===== config.mk =====
export PLATFORM = sky130hd
export DESIGN_NAME = utf8_reading_time_estimator
export DESIGN_NICKNAME = d
export VERILOG_FILES = /design/src/hdl/utf8rte_pkg.sv /design/src/hdl/utf8rte_fifo.sv /design/src/hdl/utf8rte_front.sv /design/src/hdl/utf8rte_div.sv /design/src/hdl/utf8rte_back.sv /design/src/hdl/utf8_reading_time_estimator.sv
export SDC_FILE = /design/constraint.sdc
export NUM_CORES = 1
export LEC_CHECK = 0
export ABC_AREA = 1
export BUFFER_PORTS_ARGS = -buffer_cell sky130_fd_sc_hd__clkbuf_2
export CORE_MARGIN = 8
export CORE_UTILIZATION = 50
export DETAILED_ROUTE_END_ITERATION = 7
export PLACE_DENSITY = 0.69
export SKIP_LAST_GASP = 1
export SLEW_MARGIN = 10
export SYNTH_ARGS = -nofsm -noshare
export SYNTH_HDL_FRONTEND = slang
export SYNTH_SLANG_ARGS = --single-unit

===== constraint.sdc =====
create_clock -name clk -period 6.7 [get_ports clk]
set_clock_uncertainty 0.1 [all_clocks]
set_input_delay 0.335 -clock clk [delete_from_list [all_inputs] [get_ports clk]]
set_output_delay 0.335 -clock clk [all_outputs]
set_load 0.02 [all_outputs]

===== src/hdl/utf8rte_pkg.sv =====
// Shared types and constants for the UTF-8 reading-time estimator.
// No dependencies; all other files but utf8rte_fifo use it by scoped names.
`default_nettype none

package utf8rte_pkg;

    // Classified code point tokens passed from the decoder to the counter
    localparam int TOK_W = 2;
    localparam logic [TOK_W-1:0] TOK_SEP  = 2'd0;
    localparam logic [TOK_W-1:0] TOK_WORD = 2'd1;
    localparam logic [TOK_W-1:0] TOK_CJK  = 2'd2;
    localparam logic [TOK_W-1:0] TOK_END  = 2'd3;

    localparam int QUEUE_DEPTH_DEF    = 4;
    localparam int MAX_TEXT_BYTES_DEF = 4096;

    localparam int BYTE_W  = 8;
    localparam int CP_W    = 21;
    localparam int CNT_W   = 13;
    localparam int UNITS_W = 14;
    localparam int DUR_W   = 8;
    localparam int RATE_W  = 16;
    localparam int SEC_W   = 8;

    // units * 256 + rate - 1 fits in 23 bits
    localparam int DIV_N = UNITS_W + 8 + 1;

    // x / 5 == (x * 0xCCCD) >> 18 for x below 2^18
    localparam logic [15:0] RECIP_5   = 16'hCCCD;
    localparam int          RECIP_SH  = 18;
    localparam logic [UNITS_W-1:0] UNITS_MAX = 14'h3FFF;

    // Configuration register indexes
    localparam int CFG_IDX_W = 2;
    localparam logic [CFG_IDX_W-1:0] CFG_RATE = 2'd0;
    localparam logic [CFG_IDX_W-1:0] CFG_MIN  = 2'd1;
    localparam logic [CFG_IDX_W-1:0] CFG_MAX  = 2'd2;

    localparam logic [RATE_W-1:0] RATE_RESET = 16'd768;
    localparam logic [SEC_W-1:0]  MIN_RESET  = 8'd1;
    localparam logic [SEC_W-1:0]  MAX_RESET  = 8'd30;

    typedef struct packed {
        logic [RATE_W-1:0] rate;
        logic [SEC_W-1:0]  min_sec;
        logic [SEC_W-1:0]  max_sec;
    } cfg_t;

endpackage

`default_nettype wire


===== src/hdl/utf8rte_fifo.sv =====
// Small token queue between the decoder front and the counting back end.
// Uses utf8rte_pkg only through the parameters handed in from above.
`default_nettype none

module utf8rte_fifo #(
    parameter int WIDTH = 2,
    parameter int DEPTH = 4
) (
    input  wire logic             clk,
    input  wire logic             rst_n,
    input  wire logic             push,
    input  wire logic [WIDTH-1:0] wr_data,
    output logic                  full,
    input  wire logic             pop,
    output logic                  valid,
    output logic [WIDTH-1:0]      rd_data
);

    localparam int PTR_W = (DEPTH > 1) ? $clog2(DEPTH) : 1;
    localparam int CNT_W = $clog2(DEPTH + 1);
    localparam logic [PTR_W-1:0] PTR_LAST = PTR_W'(DEPTH - 1);
    localparam logic [CNT_W-1:0] CNT_FULL = CNT_W'(DEPTH);

    logic [WIDTH-1:0] mem_reg [DEPTH];
    logic [PTR_W-1:0] wr_ptr_reg, wr_ptr_next;
    logic [PTR_W-1:0] rd_ptr_reg, rd_ptr_next;
    logic [CNT_W-1:0] count_reg, count_next;
    logic             do_push, do_pop;

    assign full    = (count_reg == CNT_FULL);
    assign valid   = (count_reg != '0);
    assign rd_data = mem_reg[rd_ptr_reg];
    assign do_push = push && !full;
    assign do_pop  = pop && valid;

    always_comb
    begin
        wr_ptr_next = wr_ptr_reg;
        rd_ptr_next = rd_ptr_reg;
        count_next  = count_reg;
        if (do_push)
        begin
            wr_ptr_next = (wr_ptr_reg == PTR_LAST) ? '0 : wr_ptr_reg + 1'b1;
        end
        if (do_pop)
        begin
            rd_ptr_next = (rd_ptr_reg == PTR_LAST) ? '0 : rd_ptr_reg + 1'b1;
        end
        if (do_push && !do_pop)
        begin
            count_next = count_reg + 1'b1;
        end
        else if (do_pop && !do_push)
        begin
            count_next = count_reg - 1'b1;
        end
    end

    always_ff @(posedge clk or negedge rst_n)
    begin
        if (!rst_n)
        begin
            wr_ptr_reg <= '0;
            rd_ptr_reg <= '0;
            count_reg  <= '0;
        end
        else
        begin
            wr_ptr_reg <= wr_ptr_next;
            rd_ptr_reg <= rd_ptr_next;
            count_reg  <= count_next;
        end
    end

    always_ff @(posedge clk)
    begin
        if (do_push)
        begin
            mem_reg[wr_ptr_reg] <= wr_data;
        end
    end

endmodule

`default_nettype wire


===== src/hdl/utf8rte_front.sv =====
// Decoder front: takes text bytes, resolves at most one UTF-8 code point a
// cycle while the queue has room, queuing classified tokens. Uses utf8rte_pkg.
`default_nettype none

module utf8rte_front (
    input  wire logic                        clk,
    input  wire logic                        rst_n,
    input  wire logic                        s_tvalid,
    output logic                             s_tready,
    input  wire logic [7:0]                  s_tdata,
    input  wire logic                        s_tlast,
    output logic                             q_push,
    output logic [utf8rte_pkg::TOK_W-1:0]    q_data,
    input  wire logic                        q_full
);

    localparam int BW = utf8rte_pkg::BYTE_W;
    localparam int CW = utf8rte_pkg::CP_W;

    function automatic logic [1:0] lead_need(input logic [BW-1:0] b);
        logic [1:0] n;
        n = 2'd0;
        if (b[7:5] == 3'b110)
        begin
            n = 2'd1;
        end
        else if (b[7:4] == 4'b1110)
        begin
            n = 2'd2;
        end
        else if (b[7:3] == 5'b11110)
        begin
            n = 2'd3;
        end
        return n;
    endfunction

    function automatic logic [utf8rte_pkg::TOK_W-1:0] classify(input logic [CW-1:0] c);
        logic cjk;
        logic word;
        logic [utf8rte_pkg::TOK_W-1:0] t;
        cjk = (c >= 21'h3040 && c <= 21'h30FF) || (c >= 21'h3400 && c <= 21'h4DBF) ||
              (c >= 21'h4E00 && c <= 21'h9FFF) || (c >= 21'hAC00 && c <= 21'hD7AF) ||
              (c >= 21'hF900 && c <= 21'hFAFF);
        if (c < 21'h80)
        begin
            word = (c >= 21'h30 && c <= 21'h39) || (c >= 21'h41 && c <= 21'h5A) ||
                   (c >= 21'h61 && c <= 21'h7A) || (c == 21'h27);
        end
        else
        begin
            word = !cjk && !(c >= 21'h2000 && c <= 21'h206F) &&
                   !(c >= 21'h3000 && c <= 21'h303F);
        end
        if (cjk)
        begin
            t = utf8rte_pkg::TOK_CJK;
        end
        else if (word)
        begin
            t = utf8rte_pkg::TOK_WORD;
        end
        else
        begin
            t = utf8rte_pkg::TOK_SEP;
        end
        return t;
    endfunction

    logic [BW-1:0] held_reg [4];
    logic [BW-1:0] held_next [4];
    logic [2:0]    cnt_reg, cnt_next;
    logic          end_reg, end_next;

    logic [BW-1:0] cb [4];
    logic [2:0]    ccnt;
    logic          acc;
    logic [1:0]    need;
    logic [1:0]    need_r;
    logic          res;
    logic          ok;
    logic          is_end;
    logic          emit;
    logic [CW-1:0] cp;
    logic [2:0]    sh;
    logic [2:0]    idx;

    assign need_r   = lead_need(held_reg[0]);
    assign s_tready = !end_reg &&
                      !((cnt_reg != 3'd0) && (need_r == 2'd0 || cnt_reg > {1'b0, need_r}));
    assign acc      = s_tvalid && s_tready;

    always_comb
    begin
        // working view: held bytes with this beat appended
        for (int i = 0; i < 4; i++)
        begin
            cb[i] = (acc && cnt_reg == 3'(i)) ? s_tdata : held_reg[i];
        end
        ccnt = cnt_reg + {2'b00, acc};
        need = lead_need(cb[0]);
        res  = (ccnt != 3'd0) && (need == 2'd0 || ccnt > {1'b0, need});

        ok = 1'b1;
        for (int i = 1; i < 4; i++)
        begin
            if (2'(i) <= need && cb[i][7:6] != 2'b10)
            begin
                ok = 1'b0;
            end
        end

        cp = {13'd0, cb[0]};
        sh = 3'd1;
        if (res && ok && need != 2'd0)
        begin
            sh = {1'b0, need} + 3'd1;
            case (need)
                2'd1:    cp = {10'd0, cb[0][4:0], cb[1][5:0]};
                2'd2:    cp = {5'd0, cb[0][3:0], cb[1][5:0], cb[2][5:0]};
                2'd3:    cp = {cb[0][2:0], cb[1][5:0], cb[2][5:0], cb[3][5:0]};
                default: cp = {13'd0, cb[0]};
            endcase
        end

        // at end of text: truncated lead goes out alone, then the end token
        is_end = end_reg && (ccnt == 3'd0);
        emit   = res || end_reg;
        q_push = emit && !q_full;
        q_data = is_end ? utf8rte_pkg::TOK_END : classify(cp);

        held_next = cb;
        cnt_next  = ccnt;
        end_next  = end_reg || (acc && s_tlast);
        idx       = 3'd0;
        if (q_push)
        begin
            if (res)
            begin
                for (int i = 0; i < 4; i++)
                begin
                    idx = 3'(i) + sh;
                    held_next[i] = (idx < 3'd4) ? cb[idx[1:0]] : cb[i];
                end
                cnt_next = ccnt - sh;
            end
            else
            begin
                cnt_next = 3'd0;
            end
            if (is_end)
            begin
                end_next = 1'b0;
            end
        end
    end

    always_ff @(posedge clk or negedge rst_n)
    begin
        if (!rst_n)
        begin
            cnt_reg <= 3'd0;
            end_reg <= 1'b0;
        end
        else
        begin
            cnt_reg <= cnt_next;
            end_reg <= end_next;
        end
    end

    always_ff @(posedge clk)
    begin
        held_reg <= held_next;
    end

    a_cnt_bound: assert property (@(posedge clk) disable iff (!rst_n)
        cnt_reg <= 3'd4)
        else $error("front: held byte count out of range");

    a_end_empty: assert property (@(posedge clk) disable iff (!rst_n)
        (q_push && q_data == utf8rte_pkg::TOK_END) |-> (cnt_reg == 3'd0 && end_reg))
        else $error("front: end token pushed with bytes still held");

endmodule

`default_nettype wire


===== src/hdl/utf8rte_div.sv =====
// Restoring divider, one quotient bit per cycle, for the duration step.
// Widths come from utf8rte_pkg.
`default_nettype none

module utf8rte_div (
    input  wire logic                              clk,
    input  wire logic                              rst_n,
    input  wire logic                              start,
    input  wire logic [utf8rte_pkg::DIV_N-1:0]     dividend,
    input  wire logic [utf8rte_pkg::RATE_W-1:0]    divisor,
    output logic                                   done,
    output logic [utf8rte_pkg::DIV_N-1:0]          quotient
);

    localparam int N  = utf8rte_pkg::DIV_N;
    localparam int DW = utf8rte_pkg::RATE_W;
    localparam int CW = $clog2(N);

    logic [N-1:0]  quo_reg;
    logic [DW-1:0] rem_reg;
    logic [DW-1:0] dvs_reg;
    logic [CW-1:0] cnt_reg;
    logic          busy_reg;
    logic          done_reg;

    logic [DW:0]   trial;
    logic [DW:0]   diff;
    logic          take;

    assign trial    = {rem_reg, quo_reg[N-1]};
    assign diff     = trial - {1'b0, dvs_reg};
    assign take     = (trial >= {1'b0, dvs_reg});
    assign done     = done_reg;
    assign quotient = quo_reg;

    always_ff @(posedge clk or negedge rst_n)
    begin
        if (!rst_n)
        begin
            busy_reg <= 1'b0;
            done_reg <= 1'b0;
            cnt_reg  <= '0;
        end
        else
        begin
            done_reg <= 1'b0;
            if (start && !busy_reg)
            begin
                busy_reg <= 1'b1;
                cnt_reg  <= CW'(N - 1);
            end
            else if (busy_reg)
            begin
                cnt_reg <= cnt_reg - 1'b1;
                if (cnt_reg == '0)
                begin
                    busy_reg <= 1'b0;
                    done_reg <= 1'b1;
                end
            end
        end
    end

    always_ff @(posedge clk)
    begin
        if (start && !busy_reg)
        begin
            quo_reg <= dividend;
            rem_reg <= '0;
            dvs_reg <= divisor;
        end
        else if (busy_reg)
        begin
            quo_reg <= {quo_reg[N-2:0], take};
            rem_reg <= take ? diff[DW-1:0] : trial[DW-1:0];
        end
    end

endmodule

`default_nettype wire


===== src/hdl/utf8rte_back.sv =====
// Counting back end: pops tokens, counts words and CJK characters, and at
// end of text works out units and duration. Uses utf8rte_pkg, utf8rte_div.
`default_nettype none

module utf8rte_back #(
    parameter int MAX_TEXT_BYTES = utf8rte_pkg::MAX_TEXT_BYTES_DEF
) (
    input  wire logic                           clk,
    input  wire logic                           rst_n,
    input  wire utf8rte_pkg::cfg_t              cfg,
    input  wire logic                           tok_valid,
    input  wire logic [utf8rte_pkg::TOK_W-1:0]  tok_data,
    output logic                                tok_pop,
    output logic                                m_tvalid,
    input  wire logic                           m_tready,
    output logic [47:0]                         m_tdata
);

    localparam int CW = utf8rte_pkg::CNT_W;
    localparam int UW = utf8rte_pkg::UNITS_W;
    localparam int DW = utf8rte_pkg::DUR_W;
    localparam int N  = utf8rte_pkg::DIV_N;
    localparam int PW = 31;
    localparam logic [CW-1:0] CNT_CAP =
        CW'((MAX_TEXT_BYTES < 8191) ? MAX_TEXT_BYTES : 8191);

    localparam logic [2:0] S_RUN   = 3'd0;
    localparam logic [2:0] S_UNITS = 3'd1;
    localparam logic [2:0] S_DIVGO = 3'd2;
    localparam logic [2:0] S_DIV   = 3'd3;
    localparam logic [2:0] S_OUT   = 3'd4;

    function automatic logic [CW-1:0] sat_inc(input logic [CW-1:0] c);
        return (c < CNT_CAP) ? c + 1'b1 : c;
    endfunction

    logic [2:0]    state_reg, state_next;
    logic [CW-1:0] word_reg, word_next;
    logic [CW-1:0] cjk_reg, cjk_next;
    logic          inw_reg, inw_next;
    logic [PW-1:0] prod_reg;
    logic [UW-1:0] units_reg;
    logic [DW-1:0] dur_reg;

    logic          out_valid_reg;
    logic [DW-1:0] out_dur_reg;
    logic [CW-1:0] out_word_reg;
    logic [CW-1:0] out_cjk_reg;
    logic [UW-1:0] out_units_reg;

    logic [14:0]   cjk_x;
    logic [UW:0]   units_sum;
    logic          div_start;
    logic          div_done;
    logic [N-1:0]  div_dividend;
    logic [N-1:0]  div_q;
    logic [N:0]    secs;
    logic [N:0]    secs_lo;
    logic          load_out;

    assign tok_pop      = (state_reg == S_RUN);
    assign cjk_x        = 15'({cjk_reg, 1'b0}) + 15'd4;
    assign units_sum    = (UW+1)'(word_reg) + (UW+1)'(prod_reg[PW-1:utf8rte_pkg::RECIP_SH]);
    assign div_start    = (state_reg == S_DIVGO) && (units_reg != '0) && (cfg.rate != '0);
    assign div_dividend = N'({units_reg, 8'd0}) + N'(cfg.rate) - N'(1);
    assign load_out     = (state_reg == S_OUT) && (!out_valid_reg || m_tready);

    // ceil(units / rate) + 1, raised to min then lowered to max
    assign secs    = (N+1)'(div_q) + (N+1)'(1);
    assign secs_lo = (secs < (N+1)'(cfg.min_sec)) ? (N+1)'(cfg.min_sec) : secs;

    utf8rte_div u_div (
        .clk      (clk),
        .rst_n    (rst_n),
        .start    (div_start),
        .dividend (div_dividend),
        .divisor  (cfg.rate),
        .done     (div_done),
        .quotient (div_q)
    );

    always_comb
    begin
        state_next = state_reg;
        word_next  = word_reg;
        cjk_next   = cjk_reg;
        inw_next   = inw_reg;
        case (state_reg)
            S_RUN:
            begin
                if (tok_valid)
                begin
                    case (tok_data)
                        utf8rte_pkg::TOK_CJK:
                        begin
                            if (inw_reg)
                            begin
                                word_next = sat_inc(word_reg);
                            end
                            inw_next = 1'b0;
                            cjk_next = sat_inc(cjk_reg);
                        end
                        utf8rte_pkg::TOK_WORD:
                        begin
                            inw_next = 1'b1;
                        end
                        utf8rte_pkg::TOK_END:
                        begin
                            if (inw_reg)
                            begin
                                word_next = sat_inc(word_reg);
                            end
                            inw_next   = 1'b0;
                            state_next = S_UNITS;
                        end
                        default:
                        begin
                            if (inw_reg)
                            begin
                                word_next = sat_inc(word_reg);
                            end
                            inw_next = 1'b0;
                        end
                    endcase
                end
            end
            S_UNITS:
            begin
                state_next = S_DIVGO;
            end
            S_DIVGO:
            begin
                state_next = div_start ? S_DIV : S_OUT;
            end
            S_DIV:
            begin
                if (div_done)
                begin
                    state_next = S_OUT;
                end
            end
            S_OUT:
            begin
                if (load_out)
                begin
                    word_next  = '0;
                    cjk_next   = '0;
                    state_next = S_RUN;
                end
            end
            default:
            begin
                state_next = S_RUN;
            end
        endcase
    end

    always_ff @(posedge clk or negedge rst_n)
    begin
        if (!rst_n)
        begin
            state_reg     <= S_RUN;
            word_reg      <= '0;
            cjk_reg       <= '0;
            inw_reg       <= 1'b0;
            out_valid_reg <= 1'b0;
        end
        else
        begin
            state_reg <= state_next;
            word_reg  <= word_next;
            cjk_reg   <= cjk_next;
            inw_reg   <= inw_next;
            if (load_out)
            begin
                out_valid_reg <= 1'b1;
            end
            else if (m_tready)
            begin
                out_valid_reg <= 1'b0;
            end
        end
    end

    always_ff @(posedge clk)
    begin
        // cjk count is settled when the end token is popped
        if (state_reg == S_RUN)
        begin
            prod_reg <= PW'(cjk_x) * PW'(utf8rte_pkg::RECIP_5);
        end
        if (state_reg == S_UNITS)
        begin
            units_reg <= (units_sum > (UW+1)'(utf8rte_pkg::UNITS_MAX)) ?
                         utf8rte_pkg::UNITS_MAX : units_sum[UW-1:0];
        end
        if (state_reg == S_DIVGO)
        begin
            if (units_reg == '0)
            begin
                dur_reg <= '0;
            end
            else
            begin
                dur_reg <= cfg.max_sec;
            end
        end
        if (state_reg == S_DIV && div_done)
        begin
            dur_reg <= (secs_lo > (N+1)'(cfg.max_sec)) ? cfg.max_sec : secs_lo[DW-1:0];
        end
        if (load_out)
        begin
            out_dur_reg   <= dur_reg;
            out_word_reg  <= word_reg;
            out_cjk_reg   <= cjk_reg;
            out_units_reg <= units_reg;
        end
    end

    assign m_tvalid = out_valid_reg;
    assign m_tdata  = {out_units_reg, out_cjk_reg, out_word_reg, out_dur_reg};

    a_zero_units: assert property (@(posedge clk) disable iff (!rst_n)
        (m_tvalid && out_units_reg == '0) |-> (out_dur_reg == '0))
        else $error("back: nonzero duration for empty text");

    a_count_cap: assert property (@(posedge clk) disable iff (!rst_n)
        (word_reg <= CNT_CAP) && (cjk_reg <= CNT_CAP))
        else $error("back: counter above saturation cap");

    a_div_state: assert property (@(posedge clk) disable iff (!rst_n)
        div_done |-> (state_reg == S_DIV))
        else $error("back: divider finished outside divide state");

endmodule

`default_nettype wire


===== src/hdl/utf8_reading_time_estimator.sv =====
// UTF-8 reading-time estimator, top level: config registers, decoder front,
// token queue and counting back end. Uses utf8rte_pkg and all utf8rte_* modules.
//
// Usage:
//   s_* channel: one text byte per beat, s_tlast on the final byte of a text.
//   m_* channel: one result beat per text, after its last byte.
//   cfg_we/cfg_index/cfg_wdata: register writes (0 rate Q8.8, 1 min, 2 max),
//   taken on any edge with cfg_we high; write only while the block is idle.
// Throughput: one byte per cycle inside a text while the queue has room. The front
//   takes no byte while it queues the end marker of a text, while a lead cut off
//   by the end of text goes out, or while it reads bytes again after a broken
//   sequence. After popping an end marker the back end pops nothing until it has
//   worked out the units, run or skipped the divide and loaded the output register.
// With an empty queue m_tvalid rises once the last byte is taken, the end marker
//   is queued and popped, the units are worked out, the bit-serial divide runs and
//   the output register is loaded. Empty texts or a zero rate skip the divide.
// Stall: a result waits in the output register while m_tready is low; the
//   front keeps taking bytes of the next text until the queue (default 4) fills.
// Reset: config returns to 768 / 1 / 30; counters and the held byte count clear.
`default_nettype none

module utf8_reading_time_estimator #(
    parameter int MAX_TEXT_BYTES = utf8rte_pkg::MAX_TEXT_BYTES_DEF,
    parameter int QUEUE_DEPTH    = utf8rte_pkg::QUEUE_DEPTH_DEF
) (
    input  wire logic        clk,
    input  wire logic        rst_n,
    input  wire logic        s_tvalid,
    output logic             s_tready,
    input  wire logic [7:0]  s_tdata,   // [7:0] text_byte
    input  wire logic        s_tlast,   // last
    output logic             m_tvalid,
    input  wire logic        m_tready,
    output logic [47:0]      m_tdata,   // [7:0] duration_seconds, [20:8] word_total,
                                        // [33:21] cjk_total, [47:34] reading_units
    input  wire logic        cfg_we,
    input  wire logic [1:0]  cfg_index,
    input  wire logic [15:0] cfg_wdata
);

    utf8rte_pkg::cfg_t cfg_reg;

    logic                          q_push;
    logic [utf8rte_pkg::TOK_W-1:0] q_wdata;
    logic                          q_full;
    logic                          q_pop;
    logic                          q_valid;
    logic [utf8rte_pkg::TOK_W-1:0] q_rdata;

    always_ff @(posedge clk or negedge rst_n)
    begin
        if (!rst_n)
        begin
            cfg_reg.rate    <= utf8rte_pkg::RATE_RESET;
            cfg_reg.min_sec <= utf8rte_pkg::MIN_RESET;
            cfg_reg.max_sec <= utf8rte_pkg::MAX_RESET;
        end
        else if (cfg_we)
        begin
            case (cfg_index)
                utf8rte_pkg::CFG_RATE: cfg_reg.rate    <= cfg_wdata;
                utf8rte_pkg::CFG_MIN:  cfg_reg.min_sec <= cfg_wdata[7:0];
                utf8rte_pkg::CFG_MAX:  cfg_reg.max_sec <= cfg_wdata[7:0];
                default:               ;
            endcase
        end
    end

    utf8rte_front u_front (
        .clk      (clk),
        .rst_n    (rst_n),
        .s_tvalid (s_tvalid),
        .s_tready (s_tready),
        .s_tdata  (s_tdata),
        .s_tlast  (s_tlast),
        .q_push   (q_push),
        .q_data   (q_wdata),
        .q_full   (q_full)
    );

    utf8rte_fifo #(
        .WIDTH (utf8rte_pkg::TOK_W),
        .DEPTH (QUEUE_DEPTH)
    ) u_fifo (
        .clk     (clk),
        .rst_n   (rst_n),
        .push    (q_push),
        .wr_data (q_wdata),
        .full    (q_full),
        .pop     (q_pop),
        .valid   (q_valid),
        .rd_data (q_rdata)
    );

    utf8rte_back #(
        .MAX_TEXT_BYTES (MAX_TEXT_BYTES)
    ) u_back (
        .clk       (clk),
        .rst_n     (rst_n),
        .cfg       (cfg_reg),
        .tok_valid (q_valid),
        .tok_data  (q_rdata),
        .tok_pop   (q_pop),
        .m_tvalid  (m_tvalid),
        .m_tready  (m_tready),
        .m_tdata   (m_tdata)
    );

endmodule

`default_nettype wire

==> impl_metrics.env <==
export IMPL_status="finished clean"
export IMPL_via_per_inst=5.35
export IMPL_slew_headroom=0.263
export IMPL_regArea_um2=6900
export IMPL_required_ns=6.92
export IMPL_start_kind="flop"
export IMPL_cp_arrival_ns=6.58
export IMPL_worst_pin_slew_ns=1.10
export IMPL_worstHoldStart="m_tready"
export IMPL_fin_crit_sh=0.949
export IMPL_track_usage=0.208
export IMPL_syn_avg_cell_area_um2=8.09
export IMPL_finalHoldViolations=0
export IMPL_critical_path_class="reg -> reg"
export IMPL_nNetsFinal=2872
export IMPL_hp_class="in -> reg"
export IMPL_vdd_ir_drop_max_uv=358
export IMPL_clk_latency_ns=0.59
export IMPL_seqPwrFrac=0.246
export IMPL_cts_sinks=259
export IMPL_cp_startpoint="u_back.cjk_reg[2]"
export IMPL_die_h_um=215
export IMPL_syn_inst=2445
export IMPL_grt_max_degree=64
export IMPL_dieArea_um2=46200
export IMPL_yosysSeqAreaShare=0.349
export IMPL_dp_hpwl_um=37700
export IMPL_drt_iter0_markers=1277
export IMPL_cts_tree="built"
export IMPL_fmaxAchievable_mhz=157
export IMPL_grt_pass1_vias=16400
export IMPL_start_util=0.502
export IMPL_rrSetupSlack_ns=0.34
export IMPL_r2r_cells=27
export IMPL_clockRootBuffer="clkbuf_16"
export IMPL_grt_overflow_total=0
export IMPL_p_int_uw=6050
export IMPL_firstDrtPassIters=5
export IMPL_layout_drive_gt1_share=0.110
export IMPL_path_max_fanout=4
export IMPL_clockBufferDepth=3
export IMPL_max_cap_violations=0
export IMPL_die_x_um=215
export IMPL_wl_um=48900
export IMPL_p_sw_uw=5380
export IMPL_dp_worst_setup_slack_ns=-0.151
export IMPL_r2r_start="u_back.cjk_reg[2]"
export IMPL_num_fill_cells=3565
export IMPL_syn2layout_area_growth_pct=12.9
export IMPL_final_cell_area_um2=22300
export IMPL_antenna_found_initial=0
export IMPL_ys_ff_latch=259
export IMPL_ys_flop_type="edfxtp_1"
export IMPL_route_antenna_remaining_nets=0
export IMPL_placed_area_um2=20900
export IMPL_synth_nets=2749
export IMPL_gp_congestion=0.911
export IMPL_fin_crit_ns=6.36
export IMPL_drc=0
export IMPL_power_density_nw_per_um2=512
export IMPL_wire_per_inst_um=15.7
export IMPL_whs_path_depth=4
export IMPL_row_count=73
export IMPL_syn_cell_area_um2=19800
export IMPL_synth_edf_count=130
export IMPL_ys_async_sr_fraction=0.313
export IMPL_clk_pin_slew_worst_paths_ns=0.06
export IMPL_yosys_warnings=0
export IMPL_synth_cell_types=64
export IMPL_r2r_end="u_back.prod_reg[30]"
export IMPL_p_comb_frac=0.605
export IMPL_core_um2=39400
export IMPL_io_pins=82
export IMPL_final_core_util=0.567
export IMPL_switching_share=0.471
export IMPL_multi_input_area_um2=11300
export IMPL_numCtsBuffers=30
export IMPL_portBuffers=81
export IMPL_antenna_cells=0
export IMPL_cp_end_kind="flop"
export IMPL_htreeDepth=1
export IMPL_min_to="u_back.m_tvalid"
export IMPL_num_vias=16700
export IMPL_finalSetupViolCount=0
export IMPL_grt_pass1_wl_um=80800
export IMPL_p_leak_uw=0.0111
export IMPL_worst_slack_ns=0.340
export IMPL_p_clk_frac=0.149
export IMPL_maxSlewViolCount=0
## repair_timing
action                                  4_1_cts  5_1_grt
buffers inserted                              1        5
gates cloned                                  0        0
pin swaps                                     1       12
endpoints found under the setup margin        2        6
resized for setup                             3       33
hold endpoints to repair                     57        0
hold buffers                                 18        0
## power groups by stage
stage | registers [uW] | clock network (uW) | logic (uW)
2_1_floorplan | 2750 | 0 | 5060
3_3_place_gp | 2820 | 0 | 6480
3_5_place_dp | 2830 | 0 | 6660
4_1_cts | 2810 | 1740 | 6750
5_1_grt | 2880 | 1800 | 7930
6_report | 2810 | 1710 | 6910
## Yosys cell counts (26+ instances only)
| master | instances | share of area |
|---|---|---|
| nor3_1 | 42 | 0.011 |
| edfxtp_1 | 130 | 0.20 |
| xor2_1 | 55 | 0.024 |
| nand3_1 | 127 | 0.032 |
| nor2_1 | 185 | 0.035 |
| nand2_1 | 468 | 0.089 |
| clkbuf_1 | 33 | 0.0063 |
| dfxtp_1 | 48 | 0.049 |
| o21ai_1 | 26 | 0.0066 |
| o22ai_1 | 26 | 0.0082 |
| xnor2_1 | 33 | 0.015 |
| fa_1 | 57 | 0.058 |
| dfrtp_1 | 74 | 0.094 |
| o21ai_0 | 178 | 0.045 |
| a21oi_1 | 148 | 0.037 |
| inv_1 | 393 | 0.075 |
| ha_1 | 215 | 0.14 |
| nand4_1 | 33 | 0.010 |
## area by class of cell
cell class / count / share of cell area
Clock buffer: 37 / 0.0361
Clock inverter: 19 / 0.0106
Inverter: 409 / 0.0688
Multi-Input combinational cell: 1723 / 0.504
Timing Repair Buffer: 145 / 0.0418
Tap cell: 525 / 0.0294
Sequential cell: 259 / 0.309
## through the flow
step | instances | hold WS [ns] | setup TNS [ns] | power [uW]
CTS | 3112 | 0.00777 | 0 | 11300
global route | 3117 | 0.0322 | -0.0532 | 12600
detailed placement | 3037 | 0.154 | -0.250 | 9490
floorplan | 2445 | -0.0606 | 0 | 7810
finish | 3117 | 0.0322 | 0 | 11400
global placement | 3037 | 0.151 | 0 | 9300
## how the worst max path moves through the flow
stage          depth (start not counted)  slack, ns                  end
6_report                              27       0.34  u_back.prod_reg[30]
5_1_grt                               33      -0.05  u_back.prod_reg[30]
4_1_cts                               29       0.04  u_back.prod_reg[30]
3_5_place_dp                          27      -0.15  u_back.prod_reg[30]
3_3_place_gp                          27       0.04  u_back.prod_reg[30]
2_1_floorplan                         27       0.04  u_back.prod_reg[30]
## per-layer routing
layer / vias to the layer above / part of all wire / global-route usage
li1: 8326 / - / -
met1: 7745 / 0.42 / 0.259
met2: 490 / 0.48 / 0.363
met3: 107 / 0.055 / 0.0299
met4: 0 / 0.039 / 0.0788
met5: - / 0 / 0
## cell usage in the layout, fill, tap and decap left out, types with 26 or more instances in the layout
| cell type | netlist | routed |
|---|---|---|
| dfrtp_1 | 74 | 74 |
| fa_1 | 57 | 54 |
| nand3_1 | 127 | 125 |
| nor2_1 | 185 | 176 |
| inv_1 | 393 | 389 |
| dfxtp_1 | 48 | 48 |
| clkbuf_2 | 0 | 80 |
| nand2_1 | 468 | 466 |
| xnor2_1 | 33 | 33 |
| a21oi_1 | 148 | 148 |
| clkbuf_16 | 0 | 30 |
| xor2_1 | 55 | 53 |
| nand4_1 | 33 | 33 |
| nor3_1 | 42 | 38 |
| o22ai_1 | 26 | 26 |
| ha_1 | 215 | 211 |
| o21ai_1 | 26 | 26 |
| o21ai_0 | 178 | 177 |
| buf_4 | 2 | 47 |
| edfxtp_1 | 130 | 130 |
## logic make-up (layout without fill, tap and decap cells)
group           count (synthesis)  count (layout)  share of synthesized area
compound gates                439             439                      0.123
xor+xnor                       88              88                     0.0390
fa+ha+maj                     272             272                      0.194
buf+inv                       463             610                     0.0908
flops                         259             259                      0.349
mux                             1               1                   0.000569
simple gates                  923             923                      0.204
## worst max-delay path, stage by stage (launching register included)
cell and delay (ns):
dfrtp_1 0.41, inv_2 0.10, nor3_4 0.25, nand2_2 0.10, or2_2 0.31, xor2_2 0.16
inv_2 0.13, ha_4 0.22, fa_2 0.59, fa_1 0.45, fa_2 0.42, fa_1 0.58
fa_1 0.47, ha_4 0.30, nand2_1 0.07, inv_1 0.07, nand3_2 0.09, nor4_4 0.31
nor2_2 0.09, o21ai_2 0.17, nand3_2 0.08, nand2_2 0.08, nand3_1 0.09, nand3_1 0.08
a21boi_2 0.16, nand2_1 0.06, nand3b_1 0.09, xor2_1 0.07
Note: power is estimated with default switching activity, not from simulation.
